## src/hdl/scd_pkg.sv

```systemverilog
// ----------------------------------------------------------------------------
// scd_pkg: shared definitions for the sector cache directory
// field widths, request kinds, response codes and parameter defaults
// ----------------------------------------------------------------------------
package scd_pkg;

    localparam int ENTRIES_DEF     = 64;
    localparam int SECTOR_BITS_DEF = 32;
    localparam int MAX_READERS_DEF = 255;

    localparam int KIND_W   = 2;
    localparam int SECTOR_W = 32;
    localparam int SLOT_W   = 6;
    localparam int STATUS_W = 2;

    typedef enum logic [KIND_W-1:0] {
        KIND_LOCK   = 2'd0,
        KIND_UNLOCK = 2'd1,
        KIND_FREE   = 2'd2,
        KIND_FLUSH  = 2'd3
    } kind_t;

    typedef enum logic [STATUS_W-1:0] {
        ST_GRANTED = 2'd0,
        ST_RETRY   = 2'd1,
        ST_BUSY    = 2'd2,
        ST_DONE    = 2'd3
    } status_t;

endpackage

```

## src/hdl/scd_if.sv

```systemverilog
// ----------------------------------------------------------------------------
// scd request and response channels
// valid/ready handshake, a request moves when both are high at a clock edge
// ----------------------------------------------------------------------------
interface scd_req_if;
    import scd_pkg::*;

    logic                valid;
    logic                ready;
    kind_t               kind;
    logic [SECTOR_W-1:0] sector;
    logic                exclusive;
    logic [SLOT_W-1:0]   slot;
    logic                mark_dirty;

    modport source (output valid, output kind, output sector, output exclusive,
                    output slot, output mark_dirty, input ready);
    modport sink   (input valid, input kind, input sector, input exclusive,
                    input slot, input mark_dirty, output ready);
endinterface

interface scd_rsp_if;
    import scd_pkg::*;

    logic                valid;
    logic                ready;
    status_t             status;
    logic [SLOT_W-1:0]   granted_slot;
    logic                need_fill;
    logic                writeback_valid;
    logic [SECTOR_W-1:0] writeback_sector;

    modport source (output valid, output status, output granted_slot, output need_fill,
                    output writeback_valid, output writeback_sector, input ready);
    modport sink   (input valid, input status, input granted_slot, input need_fill,
                    input writeback_valid, input writeback_sector, output ready);
endinterface

```

## src/hdl/scd_ram.sv

```systemverilog
// ----------------------------------------------------------------------------
// scd_ram: generic simple dual-port ram
// one write port, one read port with registered read data
// ----------------------------------------------------------------------------
module scd_ram #(
    parameter int WIDTH = 8,
    parameter int DEPTH = 64
) (
    input  logic                     clk,
    input  logic                     we,
    input  logic [$clog2(DEPTH)-1:0] waddr,
    input  logic [WIDTH-1:0]         wdata,
    input  logic                     re,
    input  logic [$clog2(DEPTH)-1:0] raddr,
    output logic [WIDTH-1:0]         rdata
);

    logic [WIDTH-1:0] mem [DEPTH];

    always_ff @(posedge clk)
    begin
        if (we)
        begin
            mem[waddr] <= wdata;
        end
        if (re)
        begin
            rdata <= mem[raddr];
        end
    end

endmodule

```

## src/hdl/sector_cache_directory_unit.sv

```systemverilog
// ----------------------------------------------------------------------------
// sector_cache_directory_unit: fully associative sector cache directory
// lock/unlock/free/flush requests against a ram of entries, clock replacement
// ----------------------------------------------------------------------------
//  channel | dir | fields
//  --------+-----+-------------------------------------------------------------
//  req     | in  | kind, sector, exclusive, slot, mark_dirty
//  rsp     | out | status, granted_slot, need_fill, writeback_valid,
//          |     | writeback_sector
//
//  unlock and flush read the named slot in S_SLOT, then load the response register in S_OUT
//  lock and free scan the entry ram at one read per cycle, stopping at the first
//  match; a lock that must evict adds a clock hand pass over the entries
//  after reset a clearing pass writes every entry while req.ready is low
//  one request at a time; a new request is taken while the response waits
module sector_cache_directory_unit #(
    parameter int ENTRIES     = scd_pkg::ENTRIES_DEF,
    parameter int SECTOR_BITS = scd_pkg::SECTOR_BITS_DEF,
    parameter int MAX_READERS = scd_pkg::MAX_READERS_DEF
) (
    input  logic      clk,
    input  logic      rst_n,
    scd_req_if.sink   req,
    scd_rsp_if.source rsp
);
    import scd_pkg::*;

    localparam int IDX_W = $clog2(ENTRIES);
    localparam int CNT_W = $clog2(ENTRIES + 1);
    localparam int RC_W  = $clog2(MAX_READERS + 1);
    localparam logic [SECTOR_BITS-1:0] NO_SECTOR = '1;

    typedef struct packed {
        logic [SECTOR_BITS-1:0] sector;
        logic [RC_W-1:0]        readers;
        logic                   writer;
        logic                   utd;
        logic                   dirty;
    } entry_t;

    typedef enum logic [2:0] {
        S_CLEAR,
        S_IDLE,
        S_SCAN,
        S_EVICT,
        S_SLOT,
        S_OUT
    } state_t;

    state_t                 state_reg, state_next;
    logic [CNT_W-1:0]       cnt_reg, cnt_next;
    logic                   pend_reg, pend_next;
    logic [IDX_W-1:0]       pidx_reg, pidx_next;
    logic [IDX_W-1:0]       iss_reg, iss_next;
    logic [IDX_W-1:0]       hand_reg, hand_next;
    logic                   inv_found_reg, inv_found_next;
    logic [IDX_W-1:0]       inv_idx_reg, inv_idx_next;
    kind_t                  kind_reg, kind_next;
    logic [SECTOR_BITS-1:0] sec_reg, sec_next;
    logic                   excl_reg, excl_next;
    logic [IDX_W-1:0]       slot_reg, slot_next;
    logic                   mark_reg, mark_next;

    status_t                res_status_reg, res_status_next;
    logic [SLOT_W-1:0]      res_slot_reg, res_slot_next;
    logic                   res_fill_reg, res_fill_next;
    logic                   res_wb_reg, res_wb_next;
    logic [SECTOR_W-1:0]    res_wbsec_reg, res_wbsec_next;

    logic                   out_valid_reg, out_valid_next;
    status_t                out_status_reg, out_status_next;
    logic [SLOT_W-1:0]      out_slot_reg, out_slot_next;
    logic                   out_fill_reg, out_fill_next;
    logic                   out_wb_reg, out_wb_next;
    logic [SECTOR_W-1:0]    out_wbsec_reg, out_wbsec_next;

    logic                   ram_we, ram_re;
    logic [IDX_W-1:0]       ram_waddr, ram_raddr;
    entry_t                 wr_e, rd_e;

    logic [63:0]            sec_wide;
    logic [SECTOR_BITS-1:0] sec_in;
    logic [31:0]            slot_wide;
    logic                   slot_ok;
    logic                   accept;
    logic                   rd_idle;
    logic                   hit;
    logic                   lock_ok;
    logic                   cnt_done;
    logic [63:0]            rd_sec_wide;

    function automatic logic [IDX_W-1:0] idx_inc(input logic [IDX_W-1:0] i);
        if (i == IDX_W'(ENTRIES - 1))
        begin
            return '0;
        end
        return i + IDX_W'(1);
    endfunction

    function automatic logic [SLOT_W-1:0] idx_to_slot(input logic [IDX_W-1:0] i);
        logic [31:0] t;
        t = 32'(i);
        return t[SLOT_W-1:0];
    endfunction

    scd_ram #(
        .WIDTH ($bits(entry_t)),
        .DEPTH (ENTRIES)
    ) u_ram (
        .clk   (clk),
        .we    (ram_we),
        .waddr (ram_waddr),
        .wdata (wr_e),
        .re    (ram_re),
        .raddr (ram_raddr),
        .rdata (rd_e)
    );

    assign sec_wide    = {32'b0, req.sector};
    assign sec_in      = sec_wide[SECTOR_BITS-1:0];
    assign slot_wide   = 32'(req.slot);
    assign slot_ok     = slot_wide < 32'(ENTRIES);
    assign req.ready   = (state_reg == S_IDLE);
    assign accept      = req.valid && req.ready;
    assign rd_idle     = (rd_e.readers == '0) && !rd_e.writer;
    assign hit         = pend_reg && (rd_e.sector == sec_reg);
    assign lock_ok     = excl_reg ? rd_idle
                                  : (!rd_e.writer && (rd_e.readers < RC_W'(MAX_READERS)));
    assign cnt_done    = (cnt_reg == CNT_W'(ENTRIES));
    assign rd_sec_wide = 64'(rd_e.sector);

    assign rsp.valid            = out_valid_reg;
    assign rsp.status           = out_status_reg;
    assign rsp.granted_slot     = out_slot_reg;
    assign rsp.need_fill        = out_fill_reg;
    assign rsp.writeback_valid  = out_wb_reg;
    assign rsp.writeback_sector = out_wbsec_reg;

    always_comb
    begin
        state_next      = state_reg;
        cnt_next        = cnt_reg;
        pend_next       = pend_reg;
        pidx_next       = pidx_reg;
        iss_next        = iss_reg;
        hand_next       = hand_reg;
        inv_found_next  = inv_found_reg;
        inv_idx_next    = inv_idx_reg;
        kind_next       = kind_reg;
        sec_next        = sec_reg;
        excl_next       = excl_reg;
        slot_next       = slot_reg;
        mark_next       = mark_reg;
        res_status_next = res_status_reg;
        res_slot_next   = res_slot_reg;
        res_fill_next   = res_fill_reg;
        res_wb_next     = res_wb_reg;
        res_wbsec_next  = res_wbsec_reg;
        out_valid_next  = out_valid_reg && !rsp.ready;
        out_status_next = out_status_reg;
        out_slot_next   = out_slot_reg;
        out_fill_next   = out_fill_reg;
        out_wb_next     = out_wb_reg;
        out_wbsec_next  = out_wbsec_reg;

        ram_we    = 1'b0;
        ram_re    = 1'b0;
        ram_waddr = pidx_reg;
        ram_raddr = cnt_reg[IDX_W-1:0];
        wr_e      = rd_e;

        unique case (state_reg)
            S_CLEAR:
            begin
                ram_we     = 1'b1;
                ram_waddr  = cnt_reg[IDX_W-1:0];
                wr_e       = '{sector: NO_SECTOR, readers: '0, writer: 1'b0,
                               utd: 1'b0, dirty: 1'b0};
                cnt_next   = cnt_reg + CNT_W'(1);
                if (cnt_reg == CNT_W'(ENTRIES - 1))
                begin
                    state_next = S_IDLE;
                end
            end

            S_IDLE:
            begin
                if (accept)
                begin
                    kind_next       = req.kind;
                    sec_next        = sec_in;
                    excl_next       = req.exclusive;
                    slot_next       = slot_wide[IDX_W-1:0];
                    mark_next       = req.mark_dirty;
                    cnt_next        = '0;
                    pend_next       = 1'b0;
                    inv_found_next  = 1'b0;
                    res_status_next = ST_DONE;
                    res_slot_next   = '0;
                    res_fill_next   = 1'b0;
                    res_wb_next     = 1'b0;
                    res_wbsec_next  = '0;
                    unique case (req.kind) inside
                        KIND_LOCK, KIND_FREE:
                        begin
                            if (sec_in == NO_SECTOR)
                            begin
                                res_status_next = (req.kind == KIND_LOCK) ? ST_BUSY : ST_DONE;
                                state_next      = S_OUT;
                            end
                            else
                            begin
                                state_next = S_SCAN;
                            end
                        end
                        default:
                        begin
                            if (slot_ok)
                            begin
                                ram_re     = 1'b1;
                                ram_raddr  = slot_wide[IDX_W-1:0];
                                state_next = S_SLOT;
                            end
                            else
                            begin
                                state_next = S_OUT;
                            end
                        end
                    endcase
                end
            end

            S_SCAN:
            begin
                if (hit)
                begin
                    // first matching entry decides, the scan stops here
                    state_next = S_OUT;
                    ram_waddr  = pidx_reg;
                    if (kind_reg == KIND_LOCK)
                    begin
                        if (lock_ok)
                        begin
                            ram_we = 1'b1;
                            if (excl_reg)
                            begin
                                wr_e.writer = 1'b1;
                            end
                            else
                            begin
                                wr_e.readers = rd_e.readers + RC_W'(1);
                            end
                            if (!rd_e.utd)
                            begin
                                wr_e.utd   = 1'b1;
                                wr_e.dirty = 1'b0;
                            end
                            res_status_next = ST_GRANTED;
                            res_slot_next   = idx_to_slot(pidx_reg);
                            res_fill_next   = !rd_e.utd;
                        end
                        else
                        begin
                            res_status_next = ST_BUSY;
                        end
                    end
                    else if (rd_idle)
                    begin
                        ram_we      = 1'b1;
                        wr_e.sector = NO_SECTOR;
                        wr_e.utd    = 1'b0;
                        wr_e.dirty  = 1'b0;
                    end
                end
                else
                begin
                    if (pend_reg && rd_e.sector == NO_SECTOR && !inv_found_reg)
                    begin
                        inv_found_next = 1'b1;
                        inv_idx_next   = pidx_reg;
                    end
                    if (!cnt_done)
                    begin
                        ram_re    = 1'b1;
                        ram_raddr = cnt_reg[IDX_W-1:0];
                        pidx_next = cnt_reg[IDX_W-1:0];
                        pend_next = 1'b1;
                        cnt_next  = cnt_reg + CNT_W'(1);
                    end
                    else if (pend_reg)
                    begin
                        pend_next = 1'b0;
                    end
                    else if (kind_reg == KIND_FREE)
                    begin
                        state_next = S_OUT;
                    end
                    else if (inv_found_reg)
                    begin
                        // fresh entry holds no data yet, so a fill is due; it is marked up to date
                        ram_we          = 1'b1;
                        ram_waddr       = inv_idx_reg;
                        wr_e            = '{sector: sec_reg,
                                            readers: excl_reg ? '0 : RC_W'(1),
                                            writer: excl_reg, utd: 1'b1, dirty: 1'b0};
                        res_status_next = ST_GRANTED;
                        res_slot_next   = idx_to_slot(inv_idx_reg);
                        res_fill_next   = 1'b1;
                        state_next      = S_OUT;
                    end
                    else
                    begin
                        cnt_next   = '0;
                        iss_next   = hand_reg;
                        state_next = S_EVICT;
                    end
                end
            end

            S_EVICT:
            begin
                // hand moves as each entry is examined, reads run one ahead
                if (pend_reg)
                begin
                    hand_next = idx_inc(pidx_reg);
                end
                if (pend_reg && rd_idle)
                begin
                    ram_we          = 1'b1;
                    ram_waddr       = pidx_reg;
                    wr_e.sector     = NO_SECTOR;
                    wr_e.utd        = 1'b0;
                    wr_e.dirty      = 1'b0;
                    res_status_next = ST_RETRY;
                    res_wb_next     = rd_e.utd && rd_e.dirty;
                    res_wbsec_next  = (rd_e.utd && rd_e.dirty) ? rd_sec_wide[31:0] : '0;
                    state_next      = S_OUT;
                end
                else if (!cnt_done)
                begin
                    ram_re    = 1'b1;
                    ram_raddr = iss_reg;
                    pidx_next = iss_reg;
                    pend_next = 1'b1;
                    iss_next  = idx_inc(iss_reg);
                    cnt_next  = cnt_reg + CNT_W'(1);
                end
                else if (pend_reg)
                begin
                    pend_next = 1'b0;
                end
                else
                begin
                    res_status_next = ST_BUSY;
                    state_next      = S_OUT;
                end
            end

            S_SLOT:
            begin
                ram_waddr  = slot_reg;
                state_next = S_OUT;
                if (kind_reg == KIND_UNLOCK)
                begin
                    // a reader hold goes before a writer hold
                    if (rd_e.readers != '0)
                    begin
                        ram_we       = 1'b1;
                        wr_e.readers = rd_e.readers - RC_W'(1);
                        wr_e.dirty   = rd_e.dirty || mark_reg;
                    end
                    else if (rd_e.writer)
                    begin
                        ram_we      = 1'b1;
                        wr_e.writer = 1'b0;
                        wr_e.dirty  = rd_e.dirty || mark_reg;
                    end
                end
                else if (rd_e.sector != NO_SECTOR)
                begin
                    if (!rd_idle)
                    begin
                        res_status_next = ST_BUSY;
                    end
                    else if (rd_e.utd && rd_e.dirty)
                    begin
                        ram_we         = 1'b1;
                        wr_e.dirty     = 1'b0;
                        res_wb_next    = 1'b1;
                        res_wbsec_next = rd_sec_wide[31:0];
                    end
                end
            end

            S_OUT:
            begin
                if (!out_valid_reg || rsp.ready)
                begin
                    out_valid_next  = 1'b1;
                    out_status_next = res_status_reg;
                    out_slot_next   = res_slot_reg;
                    out_fill_next   = res_fill_reg;
                    out_wb_next     = res_wb_reg;
                    out_wbsec_next  = res_wbsec_reg;
                    state_next      = S_IDLE;
                end
            end

            default:
            begin
                state_next = S_IDLE;
            end
        endcase
    end

    always_ff @(posedge clk or negedge rst_n)
    begin
        if (!rst_n)
        begin
            state_reg      <= S_CLEAR;
            cnt_reg        <= '0;
            pend_reg       <= 1'b0;
            pidx_reg       <= '0;
            iss_reg        <= '0;
            hand_reg       <= '0;
            inv_found_reg  <= 1'b0;
            inv_idx_reg    <= '0;
            kind_reg       <= KIND_LOCK;
            sec_reg        <= '0;
            excl_reg       <= 1'b0;
            slot_reg       <= '0;
            mark_reg       <= 1'b0;
            res_status_reg <= ST_DONE;
            res_slot_reg   <= '0;
            res_fill_reg   <= 1'b0;
            res_wb_reg     <= 1'b0;
            res_wbsec_reg  <= '0;
            out_valid_reg  <= 1'b0;
            out_status_reg <= ST_DONE;
            out_slot_reg   <= '0;
            out_fill_reg   <= 1'b0;
            out_wb_reg     <= 1'b0;
            out_wbsec_reg  <= '0;
        end
        else
        begin
            state_reg      <= state_next;
            cnt_reg        <= cnt_next;
            pend_reg       <= pend_next;
            pidx_reg       <= pidx_next;
            iss_reg        <= iss_next;
            hand_reg       <= hand_next;
            inv_found_reg  <= inv_found_next;
            inv_idx_reg    <= inv_idx_next;
            kind_reg       <= kind_next;
            sec_reg        <= sec_next;
            excl_reg       <= excl_next;
            slot_reg       <= slot_next;
            mark_reg       <= mark_next;
            res_status_reg <= res_status_next;
            res_slot_reg   <= res_slot_next;
            res_fill_reg   <= res_fill_next;
            res_wb_reg     <= res_wb_next;
            res_wbsec_reg  <= res_wbsec_next;
            out_valid_reg  <= out_valid_next;
            out_status_reg <= out_status_next;
            out_slot_reg   <= out_slot_next;
            out_fill_reg   <= out_fill_next;
            out_wb_reg     <= out_wb_next;
            out_wbsec_reg  <= out_wbsec_next;
        end
    end

    // writes end a scan or come in S_CLEAR or S_SLOT, so no ram read shares their cycle
    a_no_rw_overlap: assert property (@(posedge clk) disable iff (!rst_n)
        !(ram_we && ram_re))
        else $error("ram read and write in the same cycle");

    a_hand_range: assert property (@(posedge clk) disable iff (!rst_n)
        32'(hand_reg) < 32'(ENTRIES))
        else $error("clock hand out of range");

    a_grant_fields: assert property (@(posedge clk) disable iff (!rst_n)
        rsp.valid && rsp.status != ST_GRANTED |-> rsp.granted_slot == '0 && !rsp.need_fill)
        else $error("slot or fill set on a response that is not a grant");

    a_wb_only_retry_done: assert property (@(posedge clk) disable iff (!rst_n)
        rsp.valid && rsp.writeback_valid |->
            rsp.status == ST_RETRY || rsp.status == ST_DONE)
        else $error("write-back on a grant or busy response");

    a_accept_leaves_idle: assert property (@(posedge clk) disable iff (!rst_n)
        req.valid && req.ready |=> state_reg != S_IDLE)
        else $error("request accepted but sequencer stayed idle");

endmodule
```

## src/flat_wrapper.sv

```systemverilog
// flat-port wrapper written by rule: the top's interface ports become plain ports
module sector_cache_directory_unit_flat import scd_pkg::*;
#(
    parameter int ENTRIES     = scd_pkg::ENTRIES_DEF,
    parameter int SECTOR_BITS = scd_pkg::SECTOR_BITS_DEF,
    parameter int MAX_READERS = scd_pkg::MAX_READERS_DEF
)
  (clk, rst_n, req_valid, req_kind, req_sector, req_exclusive, req_slot, req_mark_dirty, req_ready, rsp_valid, rsp_status, rsp_granted_slot, rsp_need_fill, rsp_writeback_valid, rsp_writeback_sector, rsp_ready);
  scd_req_if req_i ();
  scd_rsp_if rsp_i ();
  input  logic clk;
  input  logic rst_n;
  input wire logic [$bits(req_i.valid)-1:0] req_valid;
  input wire logic [$bits(req_i.kind)-1:0] req_kind;
  input wire logic [$bits(req_i.sector)-1:0] req_sector;
  input wire logic [$bits(req_i.exclusive)-1:0] req_exclusive;
  input wire logic [$bits(req_i.slot)-1:0] req_slot;
  input wire logic [$bits(req_i.mark_dirty)-1:0] req_mark_dirty;
  output wire logic [$bits(req_i.ready)-1:0] req_ready;
  output wire logic [$bits(rsp_i.valid)-1:0] rsp_valid;
  output wire logic [$bits(rsp_i.status)-1:0] rsp_status;
  output wire logic [$bits(rsp_i.granted_slot)-1:0] rsp_granted_slot;
  output wire logic [$bits(rsp_i.need_fill)-1:0] rsp_need_fill;
  output wire logic [$bits(rsp_i.writeback_valid)-1:0] rsp_writeback_valid;
  output wire logic [$bits(rsp_i.writeback_sector)-1:0] rsp_writeback_sector;
  input wire logic [$bits(rsp_i.ready)-1:0] rsp_ready;
  assign req_i.valid = req_valid;
  assign req_i.kind = req_kind;
  assign req_i.sector = req_sector;
  assign req_i.exclusive = req_exclusive;
  assign req_i.slot = req_slot;
  assign req_i.mark_dirty = req_mark_dirty;
  assign req_ready = req_i.ready;
  assign rsp_valid = rsp_i.valid;
  assign rsp_status = rsp_i.status;
  assign rsp_granted_slot = rsp_i.granted_slot;
  assign rsp_need_fill = rsp_i.need_fill;
  assign rsp_writeback_valid = rsp_i.writeback_valid;
  assign rsp_writeback_sector = rsp_i.writeback_sector;
  assign rsp_i.ready = rsp_ready;
  sector_cache_directory_unit #(.ENTRIES(ENTRIES), .SECTOR_BITS(SECTOR_BITS), .MAX_READERS(MAX_READERS)) u_core (.clk(clk), .rst_n(rst_n), .req(req_i), .rsp(rsp_i));
endmodule
```

## config.mk

```make
export PLATFORM = sky130hd
export DESIGN_NAME = sector_cache_directory_unit_flat
export DESIGN_NICKNAME = d
export VERILOG_FILES = /design/src/hdl/scd_pkg.sv /design/src/hdl/scd_if.sv /design/src/hdl/scd_ram.sv /design/src/hdl/sector_cache_directory_unit.sv /design/src/flat_wrapper.sv
export SDC_FILE = /design/constraint.sdc
export NUM_CORES = 2
export LEC_CHECK = 0
export ABC_AREA = 1
export BUFFER_PORTS_ARGS = -buffer_cell sky130_fd_sc_hd__buf_2
export CAP_MARGIN = 20
export CELL_PAD_IN_SITES_DETAIL_PLACEMENT = 1
export CELL_PAD_IN_SITES_GLOBAL_PLACEMENT = 1
export CORE_UTILIZATION = 50
export CTS_CLUSTER_SIZE = 8
export DETAILED_ROUTE_END_ITERATION = 7
export PLACE_DENSITY = 0.76
export SLEW_MARGIN = 20
export SYNTH_ARGS = -nofsm -noshare
export SYNTH_HDL_FRONTEND = slang
export SYNTH_SLANG_ARGS = --single-unit
```

## constraint.sdc

```tcl
create_clock -name clk -period 6.2 [get_ports clk]
set_input_delay 0 -clock clk [delete_from_list [all_inputs] [get_ports clk]]
set_output_delay 0 -clock clk [all_outputs]
set_load 0.01 [all_outputs]
```

# Yosys cells after proc, flatten, opt, wreduce, memory -nomap -nowiden
# Memory sizes are Yosys's and may differ from the RTL's. A register that Yosys moved wholly into a read port is not among the register bits.
# Cells that the tools add are included.
[word_totals] ff_bits=163 ramBits=2752 in_bits=46 output_inout_bits=44 elab_cells=293 mem_count=1
[classes] add_sub_neg=5 order_cmp=2 n_eq_ne=45 muxes=174 bitwise=1 n_reduce_logical=41
[mem_list] memory="u_core.u_ram.mem" words=64 width=43 rd=1 rd_clocked_by_memory_dff=1 write_ports=1 line_no="scd_ram.sv:18" source="logic [WIDTH-1:0] mem [DEPTH];"
[op_table] operator="two-way mux 32 bit" n=10
[op_table] operator="two-way mux 43 bit" n=5
[op_table] operator="two-way mux 6 bit" n=33
[op_table] operator="one-hot mux 32 bit (3 select lines)" n=2
[op_table] operator="equality test 32 bit (second input constant)" n=2
[op_table] operator="two-way mux 1 bit" n=62
[op_table] operator="two-way mux 7 bit" n=8
[op_table] operator="one-hot mux 6 bit (2 select lines)" n=4
[op_table] operator="two-way mux 3 bit" n=13
[op_table] operator="two-way mux 2 bit" n=19
[op_table] operator="equality test 32 bit" n=1
[op_table] operator="!= test 32 bit (second input constant)" n=1
[op_table] operator="one-hot mux 7 bit (4 select lines)" n=1
[op_table] operator="one-hot mux 9 bit (3 select lines)" n=1
[op_table] operator="AND reduction 8 bit" n=3
[op_table] operator="!= test 3 bit (second input constant)" n=7
[op_table] operator="!= test 2 bit (second input constant)" n=10
[op_table] operator="two-way mux 9 bit" n=2
[op_table] operator="one-hot mux 3 bit (6 select lines)" n=1
[op_table] operator="one-hot mux 6 bit (3 select lines)" n=1
[op_table] operator="two-way mux 8 bit" n=2
[op_table] operator="!= test 2 x 1 -> 1 bit (second input constant)" n=8
[op_table] operator="AND reduction 7 bit" n=2
[op_table] operator="adder 6 x 1 -> 6 bit (second input constant)" n=2
[op_table] operator="37 further kinds" n=68

# Logic depth before layout (Yosys ltp)
[depth] depth_word=9 mapped_depth=21 mapped_depth_nobuf=18

# Cells and area by module
# From an unflattened synthesis, not the netlist that was laid out.
[hier_totals] hier_cells=10507 hier_area_um2=121926.9
[by_module_without_submodules] module="scd_ram" instances=1 cells_per_inst=9081 area_each_um2=111572.0 seq_area_each_um2=83930.5
[by_module_without_submodules] module="sector_cache_directory_unit" instances=1 cells_per_inst=1426 area_each_um2=10354.9 seq_area_each_um2=4083.9

# Worst setup path before layout
# No wires, ideal clock.
[synth_path] path_kind="reg-to-reg" from="register u_core.u_ram.rdata[3] (read register of u_core.u_ram.mem)" to="memory u_core.u_ram.mem[10][0] (netlist name), enable pin" setup_ns=0.444 t_arrival_ns=4.092 t_required_ns=5.756 slack_ns=1.664 path_stages_with_launch=14 n_path_buf=1 period_less_slack_ns=4.536 cell_sequence="edfxtp_1 -> inv_1 -> ha_1 -> nand3_1 -> nor2_4 -> nand2_1 -> o21ai_0 -> a21oi_1 -> nand3_1 -> nand3_1 -> nand2_1 -> buf_2 -> nand3_1 -> nor2_1"
[synth_via] elab_chain_cells=9 word_cells_on_any_way=19 cone_classes="1 x order compare; 13 x mux; 5 x reduce/logical"
[synth_rtl] item="start, declared" line_no="scd_ram.sv:15" source="output logic [WIDTH-1:0] rdata"
[synth_rtl] item="less-than comparator 8 bit / zero test 8 bit (equally long branches)" line_no="sector_cache_directory_unit.sv:128, sector_cache_directory_unit.sv:125"
[synth_rtl] item="logical AND 1 bit (on tied branches)" line_no="sector_cache_directory_unit.sv:128, sector_cache_directory_unit.sv:125"
[synth_rtl] item="two-way mux 1 bit" line_no="sector_cache_directory_unit.sv:127" source="assign lock_ok = excl_reg ? rd_idle"
[synth_rtl] item="two-way mux 1 bit" line_no="sector_cache_directory_unit.sv:242" source="if (lock_ok)"
[synth_rtl] item="two-way mux 1 bit" line_no="sector_cache_directory_unit.sv:240" source="if (kind_reg == KIND_LOCK)"
[synth_rtl] item="two-way mux 1 bit" line_no="sector_cache_directory_unit.sv:235" source="if (hit)"
[synth_rtl] item="one-hot mux 1 bit (4 select lines) (*)" line_no="sector_cache_directory_unit.sv:172" source="unique case (state_reg)"
[synth_rtl] item="two-way mux 1 bit (*)" line_no="scd_ram.sv:22" source="if (we)"
[synth_rtl] item="two-way mux 1 bit (implied by the code) (*)" line_no="scd_ram.sv:24" source="mem[waddr] <= wdata;"
[synth_rtl] item="end, declared" line_no="scd_ram.sv:18"
# Mark *: on every way between the ends. The rest lies on a longest branch, timed or not.

# Worst setup path in the final report
[layout_path] from="register u_core.u_ram.rdata[3] (read register of u_core.u_ram.mem)" to="register u_core.u_ram.rdata[41] (read register of u_core.u_ram.mem), data pin"
[layout_via] elab_chain_cells=5 word_cells_on_any_way=7 cone_classes="4 x mux; 3 x reduce/logical"
[layout_rtl] item="zero test 8 bit (*)" line_no="sector_cache_directory_unit.sv:125" source="assign rd_idle = (rd_e.readers == '0) && !rd_e.writer;"
[layout_rtl] item="logical AND 1 bit (*)" line_no="sector_cache_directory_unit.sv:125"
[layout_rtl] item="logical AND 1 bit (*)" line_no="sector_cache_directory_unit.sv:327" source="if (pend_reg && rd_idle)"
[layout_rtl] item="two-way mux 1 bit / two-way mux 6 bit (equally long branches)" line_no="sector_cache_directory_unit.sv:327"
[layout_rtl] item="one-hot mux 1 bit (3 select lines) / one-hot mux 6 bit (2 select lines) (equally long branches)" line_no="sector_cache_directory_unit.sv:172"
# Marked as above.
# A chain may end at the register's enable or synchronous reset.

==> metrics.md <==
| Metric | Value |
|---|---|
| Worst VDD drop | `0.219 mV` |
| Crit path from | `u_core.u_ram.rdata[3]` |
| Row count | `188` |
| DRT Wirelength | `460,000 um` |
| Routed len/inst | `28.9 um` |
| Antenna violations before repair | `17` |
| Clk sink count | `2,958` |
| Max reg flops | `2,752` |
| Async SR Flop Fraction | `5.51%` |
| Hold Crit Class | `in2async` |
| Primary FF master, synth | `edfxtp_1` |
| Gr usage total | `34.0%` |
| Clock slew at reported path FFs | `0.05 ns` |
| Postcts setup bufs | `0` |
| HPWL Detailed | `256,000 um` |
| Post-layout net count | `12,400` |
| RR Startpoint | `u_core.u_ram.rdata[3]` |
| Multi-input logic area | `34,600 um2` |
| Die area | `266,000 um2` |
| Post-Syn Instances | `12,200` |
| CP max stage delay | `0.63 ns` |
| Via Count | `99,100` |
| Drt first pass iters | `7` |
| Crit path DAT | `6.30 ns` |
| Reg power frac | `51.5%` |
| Port Buffers | `89` |
| DRC viols | `0` |
| Unrepaired setup endpoints after global routing | `false` |
| Fin crit period | `5.67 ns` |
| Final Slew Violations | `0` |
| Vias per cell | `6.22` |
| Initial core utilization | `50.3%` |
| Fraction of layout cells with a size suffix above 1 | `8.19%` |
| CTS tree | `yes` |
| Core Area | `263,000 um2` |
| Clk Latency, worst-skew pair | `0.92 ns` |
| Net Sw Frac | `19.8%` |
| Yosys warns | `0` |
| Clock skew | `0.0716 ns` |
| Ports | `90` |
| Setup Viol. Count Final | `0` |
| Critical path's slowest cell | `edfxtp_1` |
| Post-DP Area | `138,000 um2` |
| WL met1 | `180,000 um` |
| Longest Clk Path Bufs | `4` |
| CP most frequent cell | `nand3_1` |
| Netlist Area Pre-Place | `132,000 um2` |
| Slew headroom | `20.8%` |
| Met2 wire length | `221,000 um` |
| CP required | `6.83 ns` |
| CP Max Fanout | `50` |
| Post-Place Cells | `15,300` |
| Chip width | `516 um` |
| Global-route wire length before repair | `675,000 um` |
| Area leader, netlist | `edfxtp_1` |
| Register area | `88,000 um2` |
| CTS Buf Count | `413` |
| Highest Signal Layer | `met5` |
| Grt total ovfl | `0` |
| Top cells by area, synth | `edfxtp_1 64%, nand3_1 12%, nand3b_1 5.8%` |
| CTS-repair resized insts | `0` |
| Post-synthesis sequential area ratio | `66.6%` |
| Pwr dens | `278 nW/um2` |
| H-tree level count | `5` |
| Synth Register Bits | `2,958` |
| Area grow syn2layout | `14.0%` |
| Iter 0 DRT Violations | `11,400` |
| LEAKAGE | `0.0547 uW` |
| Root buffer cell | `clkbuf_16` |
| Final hold slack | `0.210 ns` |
| Critical path class | `reg2reg` |
| Combinational fraction of design power | `0.2%` |
| Chip height | `516 um` |
| Place WS | `0.729 ns` |
| Largest net degree at the start of global routing | `124` |
| Sw power | `8310 uW` |
| Average size of a mapped cell | `10.9 um2` |
| Clock power frac | `48.3%` |
| CP Capture Type | `register` |
| Post-synth EDFFs | `2,795` |
| Outcome | `finished, final reports clean` |
| Fill cell count | `27,100` |
| Top flop regs | `u_core.u_ram.mem x2752, u_core.u_ram.rdata x43` |
| Gpl congestion | `0.925` |
| Setup TNS | `0 ns` |
| Top-area cell type share of the netlist area | `63.5%` |
| Fmax | `0.176 GHz` |
| Post-Layout Cell Count | `15,900` |
| Setup crit start kind | `register` |
| Met3 wire length | `42,100 um` |
| Most frequent cells in the layout | `3,035 x nand3_1, 2,795 x edfxtp_1, 1,962 x nand2_1` |
| Worst-margin pin slew | `1.19 ns` |
| Internal | `33,600 uW` |
| Fin crit share | `91.5%` |
| Max-Cap Viols | `0` |
| Final worst setup slack | `0.526 ns` |
| CTS Hold Bufs | `159` |
| Cell Chain, Critical Path | `inv_1 > ha_1 > nand3_1 > nor2_4 > nand3_1 > nand3_1 > nand3_4 > nand2_8 > buf_12 > buf_12 > buf_4 > nand2_1 > nand3_1 > nand3_1 > nand3_1 > nand3_1 > nand3_1 > nand2_1` |
| Fin area | `151,000 um2` |
| Vias in the first global route | `105,000` |
| Distinct cells, synth | `51` |
| Final hold vios | `0` |
| Number of routed nets with antenna violations | `0` |
| Post-Syn Nets | `12,200` |
| Reg with most FFs | `u_core.u_ram.mem` |
| Most common library cell in the layout ignoring fill and taps | `nand3_1` |
## through the flow
stage / utilization (%) / total power [uW]
6_report: 57.4 / 41900
3_5_place_dp: 52.6 / 22000
2_1_floorplan: - / 21900
3_3_place_gp: 52.6 / 22000
4_1_cts: 57.4 / 42000
5_1_grt: 57.4 / 42700
## logic make-up after synthesis
family	share of synthesized area [%]
multiplexers	0.0767
adder cells (fa/ha/maj)	0.0663
flip-flops	66.6
buffers and inverters	7.82
AND/OR/NAND/NOR	24.0
XOR/XNOR	0.192
AO/OA/AOI/OAI	1.25
## final timing paths
check	endpoint	slack (ns)	cells past startpoint
min in group clk	u_core.state_reg[2]	0.22	8
setup / recovery	u_core.u_ram.rdata[41]	0.53	18
hold / removal	u_core.res_status_reg[0]	0.21	3
setup reg to reg	u_core.u_ram.rdata[41]	0.53	18
hold reg to reg	u_core.res_status_reg[1]	0.49	2
max in group asynchronous	u_core.res_wbsec_reg[13]	5.13	4
## cell usage after synthesis, drive strengths merged, types with 14 or more instances
cell	instances
clkbuf	288
o22ai	34
o21ai	167
a21oi	39
nand4	39
dfrtp	159
nor4	14
o21bai	26
nand2	1968
edfxtp	2795
inv	1749
nor3	23
nor2	153
buf	524
nand3	3072
xor2	24
nand3b	1027
## critical path: cells and delay by family (launching register included)
family,cells,cell delay [ns]
flip-flops,1,0.63
AND/OR/NAND/NOR,13,3.34
adder cells (fa/ha/maj),1,0.20
buffers and inverters,4,1.13
## final cells by class
class,instances,area share (%)
multi-input combinational,6644,23.0
timing repair buffer,569,4.00
clock inverter,17,0.160
sequential,2958,58.4
antenna,9,0.0150
clock buffer,473,7.14
inverter,1751,4.38
tap,3515,2.92
## metal layers
| layer | vias up | global-route usage (%) |
|---|---|---|
| met3 | 1105 | 6.42 |
| met2 | 5083 | 56.2 |
| met5 | - | 0 |
| met1 | 50900 | 44.4 |
| li1 | 42000 | - |
| met4 | 2 | 13.3 |
## power by group through the flow
stage,logic (uW),clock network [uW],registers [uW]
floorplan,2.15,0,21900
global placement,46.9,0,21900
detailed placement,48.7,0,21900
CTS,95.0,20400,21600
global route,106,21100,21500
finish,98.1,20200,21600
Note: power is estimated with default switching activity, not from simulation.
